==> src/aacs_pkg.sv <==
package aacs_pkg;

  localparam int ADC_BITS  = 10;
  localparam int NUM_AXES  = 3;
  localparam int AXIS_W    = 2;
  localparam int KIND_W    = 2;
  localparam int CNT_W     = 7;
  localparam int SUM_W     = ADC_BITS + CNT_W;
  localparam int MG_W      = 22;
  localparam int DIV_W     = 2 * ((ADC_BITS + 12) / 2);
  localparam int DEN_W     = ADC_BITS;
  localparam int DIV_STEPS = DIV_W / 2;
  localparam int STEP_W    = $clog2(DIV_STEPS + 1);
  localparam int PROD_W    = DIV_W + 1;
  localparam int IDX_W     = $clog2(NUM_AXES);

  localparam logic [KIND_W-1:0] KIND_MEASURE = 2'd0;
  localparam logic [KIND_W-1:0] KIND_CALIB   = 2'd1;
  localparam logic [KIND_W-1:0] KIND_PRESET  = 2'd2;
  localparam logic [KIND_W-1:0] KIND_UNUSED  = 2'd3;

  localparam logic [CNT_W-1:0]    SAMPLE_COUNT_RST = 7'd10;
  localparam logic [ADC_BITS-1:0] MIDSCALE = {1'b1, {(ADC_BITS - 1){1'b0}}};
  localparam logic [PROD_W-1:0]   SCALE_GAIN   = PROD_W'(2000);
  localparam logic [PROD_W-1:0]   SCALE_OFFSET = PROD_W'(1000);

  localparam logic [ADC_BITS-1:0] PRESET_LO [NUM_AXES] = '{
    ADC_BITS'(394), ADC_BITS'(393), ADC_BITS'(401)
  };
  localparam logic [ADC_BITS-1:0] PRESET_HI [NUM_AXES] = '{
    ADC_BITS'(593), ADC_BITS'(591), ADC_BITS'(601)
  };

  typedef enum logic [2:0] {
    ST_IDLE,
    ST_ACC,
    ST_AVG,
    ST_MUL,
    ST_MAP,
    ST_SCALE,
    ST_OUT
  } seq_state_t;

  typedef struct packed {
    logic             start;
    logic [DIV_W-1:0] dividend;
    logic [DEN_W-1:0] divisor;
  } div_req_t;

  typedef struct packed {
    logic             done;
    logic [DIV_W-1:0] quotient;
  } div_rsp_t;

endpackage

==> src/aacs_in_if.sv <==
interface aacs_in_if import aacs_pkg::*; ();
  logic                valid;
  logic                ready;
  logic [KIND_W-1:0]   kind;
  logic [AXIS_W-1:0]   axis;
  logic [ADC_BITS-1:0] sample;

  modport source(output valid, kind, axis, sample, input ready);
  modport sink(input valid, kind, axis, sample, output ready);
endinterface

==> src/aacs_out_if.sv <==
interface aacs_out_if import aacs_pkg::*; ();
  logic                   valid;
  logic                   ready;
  logic [AXIS_W-1:0]      out_axis;
  logic                   was_calibrate;
  logic [ADC_BITS-1:0]    average;
  logic signed [MG_W-1:0] milli_g;
  logic                   range_zero;

  modport source(output valid, out_axis, was_calibrate, average, milli_g, range_zero,
                 input ready);
  modport sink(input valid, out_axis, was_calibrate, average, milli_g, range_zero,
               output ready);
endinterface

==> src/aacs_cfg_if.sv <==
interface aacs_cfg_if import aacs_pkg::*; ();
  logic             valid;
  logic             ready;
  logic [CNT_W-1:0] sample_count;

  modport source(output valid, sample_count, input ready);
  modport sink(input valid, sample_count, output ready);
endinterface

==> src/accel_axis_average_calibrate_scale_unit.sv <==
// Per-axis accelerometer averaging, calibration and linear scaling.
// in_bus   : one beat per raw sample (kind, axis, sample). kind measure or
//            calibrate adds the sample to that axis's running sum; kind preset
//            loads fixed min/max limits for all axes. Unused kind or axis drops.
// out_bus  : one beat each time an axis collects sample_count samples: the
//            truncated mean, and in measure mode the mean mapped from
//            [min,max] to -1000..1000 milli-g (range_zero when min == max).
// cfg_bus  : writes sample_count (0 acts as 1); always ready, write when idle.
// Timing   : in_bus.ready is high only while the sequencer idles, so a new beat
//            is taken only once the last one is through. A calibrate run makes
//            one pass through the one shared divider and a measure run two (one
//            when min == max); the divider forms 2 quotient bits per cycle.
// Stall    : the result sits in an output register until out_bus.ready; the
//            sequencer holds its last state while that register is full.
// Reset    : rst_n (synchronous) clears sums and counts, sets all limits to
//            midscale and sample_count to 10.
module accel_axis_average_calibrate_scale_unit import aacs_pkg::*; (
  input  logic clk,
  input  logic rst_n,
  aacs_in_if.sink    in_bus,
  aacs_out_if.source out_bus,
  aacs_cfg_if.sink   cfg_bus
);

  seq_state_t state_r, state_nxt;

  logic [CNT_W-1:0]    sample_count_r;
  logic [SUM_W-1:0]    axis_sum_r   [NUM_AXES];
  logic [CNT_W-1:0]    axis_count_r [NUM_AXES];
  logic [ADC_BITS-1:0] axis_min_r   [NUM_AXES];
  logic [ADC_BITS-1:0] axis_max_r   [NUM_AXES];

  logic [KIND_W-1:0]   kind_r;
  logic [AXIS_W-1:0]   axis_r;
  logic [ADC_BITS-1:0] sample_r;
  logic [ADC_BITS-1:0] avg_r;
  logic [PROD_W-1:0]   prod_r;
  logic [DEN_W-1:0]    span_r;
  logic [MG_W-1:0]     mg_r;
  logic                flat_r;

  logic                   out_valid_r;
  logic [AXIS_W-1:0]      out_axis_r;
  logic                   out_calib_r;
  logic [ADC_BITS-1:0]    out_avg_r;
  logic [MG_W-1:0]        out_mg_r;
  logic                   out_flat_r;

  div_req_t div_req;
  div_rsp_t div_rsp;

  logic [IDX_W-1:0]    ax;
  logic                axis_ok;
  logic [SUM_W-1:0]    sum_new;
  logic [CNT_W-1:0]    cnt_new;
  logic [CNT_W-1:0]    need;
  logic                complete;
  logic [ADC_BITS-1:0] avg_q;
  logic [ADC_BITS-1:0] lo, hi;
  logic [ADC_BITS-1:0] span;
  logic [PROD_W-1:0]   diff_ext;
  logic [PROD_W-1:0]   prod;
  logic [PROD_W-1:0]   prod_abs;
  logic [PROD_W-1:0]   q_ext;
  logic [PROD_W-1:0]   mg_full;
  logic                out_free;
  logic                in_fire;

  assign in_fire  = in_bus.valid && in_bus.ready;
  assign out_free = !out_valid_r || out_bus.ready;

  assign ax       = axis_r[IDX_W-1:0];
  assign axis_ok  = (axis_r < AXIS_W'(NUM_AXES));
  assign sum_new  = axis_sum_r[ax] + SUM_W'(sample_r);
  assign cnt_new  = axis_count_r[ax] + CNT_W'(1);
  assign need     = (sample_count_r == '0) ? CNT_W'(1) : sample_count_r;
  assign complete = (cnt_new >= need);
  assign avg_q    = div_rsp.quotient[ADC_BITS-1:0];
  assign lo       = axis_min_r[ax];
  assign hi       = axis_max_r[ax];
  assign span     = hi - lo;
  assign diff_ext = PROD_W'({1'b0, avg_r}) - PROD_W'({1'b0, lo});
  assign prod     = diff_ext * SCALE_GAIN;
  assign prod_abs = prod_r[PROD_W-1] ? (~prod_r + PROD_W'(1)) : prod_r;
  assign q_ext    = PROD_W'(div_rsp.quotient);
  assign mg_full  = (prod_r[PROD_W-1] ? (~q_ext + PROD_W'(1)) : q_ext) - SCALE_OFFSET;

  // next state
  always_comb begin
    state_nxt = state_r;
    unique case (state_r)
      ST_IDLE:  if (in_fire) state_nxt = ST_ACC;
      ST_ACC: begin
        if (kind_r == KIND_PRESET || kind_r == KIND_UNUSED || !axis_ok || !complete) begin
          state_nxt = ST_IDLE;
        end else begin
          state_nxt = ST_AVG;
        end
      end
      ST_AVG: begin
        if (div_rsp.done) begin
          state_nxt = (kind_r == KIND_CALIB) ? ST_OUT : ST_MUL;
        end
      end
      ST_MUL:   state_nxt = (span == '0) ? ST_OUT : ST_MAP;
      ST_MAP:   state_nxt = ST_SCALE;
      ST_SCALE: if (div_rsp.done) state_nxt = ST_OUT;
      ST_OUT:   if (out_free) state_nxt = ST_IDLE;
      default:  state_nxt = ST_IDLE;
    endcase
  end

  // sequencer outputs
  always_comb begin
    div_req = '0;
    unique case (state_r)
      ST_ACC: begin
        div_req.start    = (kind_r == KIND_MEASURE || kind_r == KIND_CALIB) && axis_ok &&
                           complete;
        div_req.dividend = DIV_W'(sum_new);
        div_req.divisor  = DEN_W'(cnt_new);
      end
      ST_MAP: begin
        div_req.start    = 1'b1;
        div_req.dividend = prod_abs[DIV_W-1:0];
        div_req.divisor  = span_r;
      end
      default: div_req = '0;
    endcase
  end

  aacs_div u_div (
    .clk (clk),
    .rst_n (rst_n),
    .req (div_req),
    .rsp (div_rsp)
  );

  always_ff @(posedge clk) begin
    if (!rst_n) begin
      state_r        <= ST_IDLE;
      sample_count_r <= SAMPLE_COUNT_RST;
      out_valid_r    <= 1'b0;
      for (int i = 0; i < NUM_AXES; i++) begin
        axis_sum_r[i]   <= '0;
        axis_count_r[i] <= '0;
        axis_min_r[i]   <= MIDSCALE;
        axis_max_r[i]   <= MIDSCALE;
      end
    end else begin
      state_r <= state_nxt;
      if (cfg_bus.valid && cfg_bus.ready) begin
        sample_count_r <= cfg_bus.sample_count;
      end
      if (state_r == ST_OUT && out_free) begin
        out_valid_r <= 1'b1;
      end else if (out_bus.ready) begin
        out_valid_r <= 1'b0;
      end
      unique case (state_r)
        ST_ACC: begin
          if (kind_r == KIND_PRESET) begin
            for (int i = 0; i < NUM_AXES; i++) begin
              axis_min_r[i] <= PRESET_LO[i];
              axis_max_r[i] <= PRESET_HI[i];
            end
          end else if (kind_r != KIND_UNUSED && axis_ok) begin
            axis_sum_r[ax]   <= complete ? '0 : sum_new;
            axis_count_r[ax] <= complete ? '0 : cnt_new;
          end
        end
        ST_AVG: begin
          if (div_rsp.done && kind_r == KIND_CALIB) begin
            if (avg_q < lo) axis_min_r[ax] <= avg_q;
            if (avg_q > hi) axis_max_r[ax] <= avg_q;
          end
        end
        default: ;
      endcase
    end
  end

  // datapath registers
  always_ff @(posedge clk) begin
    if (in_fire) begin
      kind_r   <= in_bus.kind;
      axis_r   <= in_bus.axis;
      sample_r <= in_bus.sample;
    end
    if (state_r == ST_AVG && div_rsp.done) begin
      avg_r  <= avg_q;
      mg_r   <= '0;
      flat_r <= 1'b0;
    end
    if (state_r == ST_MUL) begin
      prod_r <= prod;
      span_r <= span;
      flat_r <= (span == '0);
    end
    if (state_r == ST_SCALE && div_rsp.done) begin
      mg_r <= mg_full[MG_W-1:0];
    end
    if (state_r == ST_OUT && out_free) begin
      out_axis_r  <= axis_r;
      out_calib_r <= (kind_r == KIND_CALIB);
      out_avg_r   <= avg_r;
      out_mg_r    <= mg_r;
      out_flat_r  <= flat_r;
    end
  end

  assign in_bus.ready          = (state_r == ST_IDLE);
  assign cfg_bus.ready         = 1'b1;
  assign out_bus.valid         = out_valid_r;
  assign out_bus.out_axis      = out_axis_r;
  assign out_bus.was_calibrate = out_calib_r;
  assign out_bus.average       = out_avg_r;
  assign out_bus.milli_g       = $signed(out_mg_r);
  assign out_bus.range_zero    = out_flat_r;

  a_limits_ordered: assert property (@(posedge clk) disable iff (!rst_n)
    axis_min_r[0] <= axis_max_r[0] && axis_min_r[1] <= axis_max_r[1] &&
    axis_min_r[2] <= axis_max_r[2]) else $error("axis limits out of order");
  a_accept_to_acc: assert property (@(posedge clk) disable iff (!rst_n)
    in_fire |=> state_r == ST_ACC) else $error("accepted beat not processed");
  a_empty_run: assert property (@(posedge clk) disable iff (!rst_n)
    (axis_count_r[0] == '0 |-> axis_sum_r[0] == '0) and
    (axis_count_r[1] == '0 |-> axis_sum_r[1] == '0) and
    (axis_count_r[2] == '0 |-> axis_sum_r[2] == '0)) else $error("sum without samples");
  a_out_from_seq: assert property (@(posedge clk) disable iff (!rst_n)
    $rose(out_valid_r) |-> $past(state_r) == ST_OUT) else $error("result outside sequence");

endmodule

==> src/aacs_div.sv <==
module aacs_div import aacs_pkg::*; (
  input  logic     clk,
  input  logic     rst_n,
  input  div_req_t req,
  output div_rsp_t rsp
);

  logic [DIV_W-1:0]  dvd_r, dvd_nxt;
  logic [DEN_W-1:0]  rem_r, rem_nxt;
  logic [DEN_W-1:0]  den_r;
  logic [STEP_W-1:0] cnt_r;
  logic              busy_r;
  logic              done_r;
  logic [DEN_W:0]    trial;

  // two restoring steps per cycle
  always_comb begin
    dvd_nxt = dvd_r;
    rem_nxt = rem_r;
    trial   = '0;
    for (int i = 0; i < 2; i++) begin
      trial   = {rem_nxt, dvd_nxt[DIV_W-1]};
      dvd_nxt = {dvd_nxt[DIV_W-2:0], 1'b0};
      if (trial >= {1'b0, den_r}) begin
        trial      = trial - {1'b0, den_r};
        dvd_nxt[0] = 1'b1;
      end
      rem_nxt = trial[DEN_W-1:0];
    end
  end

  always_ff @(posedge clk) begin
    if (!rst_n) begin
      busy_r <= 1'b0;
      done_r <= 1'b0;
      cnt_r  <= '0;
    end else begin
      done_r <= busy_r && !req.start && (cnt_r == STEP_W'(1));
      if (req.start) begin
        busy_r <= 1'b1;
        cnt_r  <= STEP_W'(DIV_STEPS);
      end else if (busy_r) begin
        cnt_r <= cnt_r - STEP_W'(1);
        if (cnt_r == STEP_W'(1)) begin
          busy_r <= 1'b0;
        end
      end
    end
  end

  always_ff @(posedge clk) begin
    if (req.start) begin
      dvd_r <= req.dividend;
      rem_r <= '0;
      den_r <= req.divisor;
    end else if (busy_r) begin
      dvd_r <= dvd_nxt;
      rem_r <= rem_nxt;
    end
  end

  assign rsp.done     = done_r;
  assign rsp.quotient = dvd_r;

  a_start_idle: assert property (@(posedge clk) disable iff (!rst_n)
    req.start |-> !busy_r) else $error("divider started while busy");
  a_done_after_busy: assert property (@(posedge clk) disable iff (!rst_n)
    done_r |-> $past(busy_r) && !busy_r) else $error("done without a run");
  a_cnt_live: assert property (@(posedge clk) disable iff (!rst_n)
    busy_r |-> cnt_r != '0) else $error("busy with no steps left");

endmodule
==> src/flat_wrapper.sv <==
// flat-port wrapper written by rule: the top's interface ports become plain ports
module accel_axis_average_calibrate_scale_unit_flat import aacs_pkg::*;
  (clk, rst_n, in_bus_valid, in_bus_kind, in_bus_axis, in_bus_sample, in_bus_ready, out_bus_valid, out_bus_out_axis, out_bus_was_calibrate, out_bus_average, out_bus_milli_g, out_bus_range_zero, out_bus_ready, cfg_bus_valid, cfg_bus_sample_count, cfg_bus_ready);
  aacs_in_if in_bus_i ();
  aacs_out_if out_bus_i ();
  aacs_cfg_if cfg_bus_i ();
  input  logic clk;
  input  logic rst_n;
  input wire logic [$bits(in_bus_i.valid)-1:0] in_bus_valid;
  input wire logic [$bits(in_bus_i.kind)-1:0] in_bus_kind;
  input wire logic [$bits(in_bus_i.axis)-1:0] in_bus_axis;
  input wire logic [$bits(in_bus_i.sample)-1:0] in_bus_sample;
  output wire logic [$bits(in_bus_i.ready)-1:0] in_bus_ready;
  output wire logic [$bits(out_bus_i.valid)-1:0] out_bus_valid;
  output wire logic [$bits(out_bus_i.out_axis)-1:0] out_bus_out_axis;
  output wire logic [$bits(out_bus_i.was_calibrate)-1:0] out_bus_was_calibrate;
  output wire logic [$bits(out_bus_i.average)-1:0] out_bus_average;
  output wire logic [$bits(out_bus_i.milli_g)-1:0] out_bus_milli_g;
  output wire logic [$bits(out_bus_i.range_zero)-1:0] out_bus_range_zero;
  input wire logic [$bits(out_bus_i.ready)-1:0] out_bus_ready;
  input wire logic [$bits(cfg_bus_i.valid)-1:0] cfg_bus_valid;
  input wire logic [$bits(cfg_bus_i.sample_count)-1:0] cfg_bus_sample_count;
  output wire logic [$bits(cfg_bus_i.ready)-1:0] cfg_bus_ready;
  assign in_bus_i.valid = in_bus_valid;
  assign in_bus_i.kind = in_bus_kind;
  assign in_bus_i.axis = in_bus_axis;
  assign in_bus_i.sample = in_bus_sample;
  assign in_bus_ready = in_bus_i.ready;
  assign out_bus_valid = out_bus_i.valid;
  assign out_bus_out_axis = out_bus_i.out_axis;
  assign out_bus_was_calibrate = out_bus_i.was_calibrate;
  assign out_bus_average = out_bus_i.average;
  assign out_bus_milli_g = out_bus_i.milli_g;
  assign out_bus_range_zero = out_bus_i.range_zero;
  assign out_bus_i.ready = out_bus_ready;
  assign cfg_bus_i.valid = cfg_bus_valid;
  assign cfg_bus_i.sample_count = cfg_bus_sample_count;
  assign cfg_bus_ready = cfg_bus_i.ready;
  accel_axis_average_calibrate_scale_unit u_core (.clk(clk), .rst_n(rst_n), .in_bus(in_bus_i), .out_bus(out_bus_i), .cfg_bus(cfg_bus_i));
endmodule
==> config.mk <==
export PLATFORM = sky130hd
export DESIGN_NAME = accel_axis_average_calibrate_scale_unit_flat
export DESIGN_NICKNAME = d
export VERILOG_FILES = /design/src/aacs_pkg.sv /design/src/aacs_in_if.sv /design/src/aacs_out_if.sv /design/src/aacs_cfg_if.sv /design/src/accel_axis_average_calibrate_scale_unit.sv /design/src/aacs_div.sv /design/src/flat_wrapper.sv
export SDC_FILE = /design/constraint.sdc
export NUM_CORES = 1
export LEC_CHECK = 0
export ABC_AREA = 1
export BUFFER_PORTS_ARGS = -buffer_cell sky130_fd_sc_hd__buf_2
export CORE_MARGIN = 2
export CORE_UTILIZATION = 63
export CTS_CLUSTER_DIAMETER = 30
export CTS_CLUSTER_SIZE = 12
export DETAILED_ROUTE_END_ITERATION = 12
export PLACE_DENSITY = 0.86
export SLEW_MARGIN = 20
export SYNTH_ARGS = -nofsm -noshare
export SYNTH_HDL_FRONTEND = slang
export SYNTH_SLANG_ARGS = --single-unit
==> constraint.sdc <==
create_clock -name clk -period 7.5 [get_ports clk]
set_input_delay 1.5 -clock clk [delete_from_list [all_inputs] [get_ports clk]]
set_output_delay 1.5 -clock clk [all_outputs]
set_load 0.1 [all_outputs]
==> impl_results.md <==
- Predominant post-synthesis flop cell: edfxtp_1
- Crit path launch type: flop
- Worst Hold Class: reg -> reg
- DRT iter0 DRCs: 2082
- TNS Setup: 0 ns
- Post-route clock period utilization: between 90% and 100%
- Post-synth EDFFs: between 300 and 400
- WL met1: about 20 mm
- Slowest-stage cell, CP: xor2_1
- Remaining Overflow, GRT: 0
- # resized after CTS: 0
- DR WL met2: 26.82 mm
- CP most frequent cell: nand2_1
- Critical path capture point type: flop
- Post-synth top cells: 476 x nand2_1, 320 x edfxtp_1, 297 x inv_1, 267 x nor2_1, 133 x nand3_1
- Initial antenna violation count: 1
- Most common cell in the netlist: nand2_1
- Via density: between 5 and 6
- CP Buf/Inv Count: 5
- Highest layer used for signal routing: met5
- CTS buffer count: 70
- Post-synth top area share: 46.75%
- Top post-synthesis cells by area: edfxtp_1 47%, nand2_1 8.7%, ha_1 7.2%
- Avg Cell Area, Syn: about 9 µm²
- Port bufs: 63
- Count of final max-slew check failures: 0
- Crit path kind: reg -> reg
- Critical Path AT: roughly 7.4 ns
- Post-Route WL: approximately 56 mm
- Post-Syn Instances: 2242
- Fill count: between 2000 and 2500
- Synthesis-to-layout area growth: 15.91%
- Final-report hold violation count: 0
- Status: finished, final reports clean
- Core area: between 0.03 and 0.04 mm²
- Ys async rst share: 0%
- Die H: 184.6 µm
- Worst Path Required: 7.82 ns
- Top Family by Delay on Critical Path: adder cells
- Met3 WL: 5.771 mm
- Least-Margin Pin Slew: 0.9954 ns
- Number of max-cap violations: 0
- Share of cells above drive strength 1: a little over a tenth
- Nets: about 2500
- Cell Rows: between 60 and 70
- Number of setup buffers added after CTS: 0
- Slowest stage delay, CP: slightly below 0.8 ns
- Io pins: 65
- Largest net degree at the start of global routing: 56
- Remaining antenna violation count after routing: 0
- R2R Setup Slk: around 0.45 ns
- Die ar.: around 0.034 mm²
- CTS sink count: 349
- Die width: about 180 µm
- Rel. slew slack: between 30% and 40%
- Max Fclk: roughly 140 MHz
- Vias in the first global route: 16920
- Synth unique cells: between 50 and 60
- Diodes inserted: 0
- Post-Syn Area: 0.02056 mm²
- Drc violations: 0
- Final weighted congestion in routability-driven placement: 0.9656
- Clock root cell: clkbuf_16
- First-pass GRT wire length: roughly 87 mm
- # hold bufs at CTS: 0
- CTS max path bufs: 3
- Reg clk slew, reported paths: around 0.05 ns
- Skew final: 0.03306 ns
- Routed wire per std cell: between 15 and 20 µm
- DP HPWL: approximately 38 mm
- Area of the multi-input gates: about 0.009 mm²
- Final setup viols: 0
- Most area-hungry cell type in the Yosys netlist: edfxtp_1
- Min-delay src: u_core.mg_r[19]$_SDFFCE_PN0P_
- TritonCTS clock tree: done
- Sequential standard cell area: 0.01019 mm²
- Worst-path maximum fanout: 37
- First-pass iteration count of the detailed router: 6
- Initial Util: about 64%
- Total GRT Usage: 33.18%
- Routed via count: ~17000
- Synth warn: 0
- Period minus WS final: 7.051 ns
- Post-synthesis sequential area ratio: approximately half
- RSZ-0062 raised after global routing: false
- H-tree levels: 3
- Yosys reg bits: about 350
- Worst-Skew Late Latency: just under 0.6 ns
## cell families (layout without fill, tap and decap cells)
group           Yosys count  after routing  synth area share (%)
compound gates          331            331                 9.508
xor+xnor                 68             68                 2.897
fa+ha+maj               157            157                 10.98
buf+inv                 374            529                 7.353
flops                   349            349                 49.57
mux                       1              1               0.04870
other cells               2             25               0.03653
simple gates            960            960                 19.61
## cell type report
class                           instances  share of cell area (%)
Clock buffer                           83                   7.820
Inverter                              313                   4.963
Tap cell                              442                   2.321
Multi-Input combinational cell       1542                   37.60
Timing Repair Buffer                   88                   2.127
Clock inverter                         45                   2.400
Sequential cell                       349                   42.77
## sequential cells by signal, indices dropped and copies added (netlist names), 19 cells and up, named ones only
name / flops
u_core.mg_r: 22
u_core.axis_min_r: 40
u_core.axis_count_r: 28
u_core.u_div.dvd_r: 22
u_core.axis_sum_r: 68
u_core.out_bus.milli_g: 22
u_core.axis_max_r: 40
u_core.prod_r: 19
## worst register-to-register path, delay by kind of cell (launching register included)
kind | cells | cell delay [ns]
AOI/OAI and AO/OA | 5 | 1.25
DFF | 1 | 0.43
buffers and inverters | 5 | 0.66
and+or+nand+nor | 11 | 1.10
adders and majority gates | 6 | 2.58
xor gates and xnor gates | 1 | 0.77
## cell usage in the layout (no fill, tap or decap), types with 6 or more instances in the layout
cell type,instances
nor3_1,23
inv_1,297
a21o_1,9
fa_1,39
bufinv_16,9
xnor2_1,20
edfxtp_1,320
clkinv_1,12
xor2_1,47
clkbuf_1,9
ha_1,118
a32oi_1,14
nand2_1,476
nand2_2,8
o221ai_1,6
o211ai_1,10
o21bai_1,11
nor2_1,266
clkbuf_16,72
o21ai_0,94
a32o_1,9
o22ai_1,17
nor2_2,6
inv_6,11
o21ai_1,19
nand4_1,15
inv_2,10
a21oi_1,119
clkinvlp_4,6
dfxtp_1,28
buf_4,24
nand3_1,133
conb_1,25
buf_2,63
o21a_1,8
## metal layers
metal	global-route usage (%)	up-vias
li1	-	7779
met5	0	-
met4	16.54	2
met3	7.469	241
met1	40.37	8007
met2	55.86	1031
## stage by stage
step	area (µm²)	utilization [%]	hold WS, ns	std cells	worst slack [ns]
floorplan	20640	-	0.4003	2265	0.9719
global placement	21370	66.01	0.4026	2733	0.9061
detailed placement	21370	66.01	0.4054	2733	0.5720
CTS	23800	73.54	0.4177	2861	0.4327
global route	23830	73.60	0.4206	2862	0.04728
finish	23830	73.60	0.4170	2862	0.4493
## final timing paths
kind / cells after the start / endpoint
setup reg to reg: 28 / u_core.prod_r[22]$_DFFE_PP_
hold / removal: 0 / u_core.out_bus.milli_g[19]$_DFFE_PP_
hold reg to reg: 0 / u_core.out_bus.milli_g[19]$_DFFE_PP_
setup / recovery: 28 / u_core.prod_r[22]$_DFFE_PP_
Power is left out: the tool's default activity adds up to more than one toggle a clock period on the data nets, which glitch-free logic cannot reach.
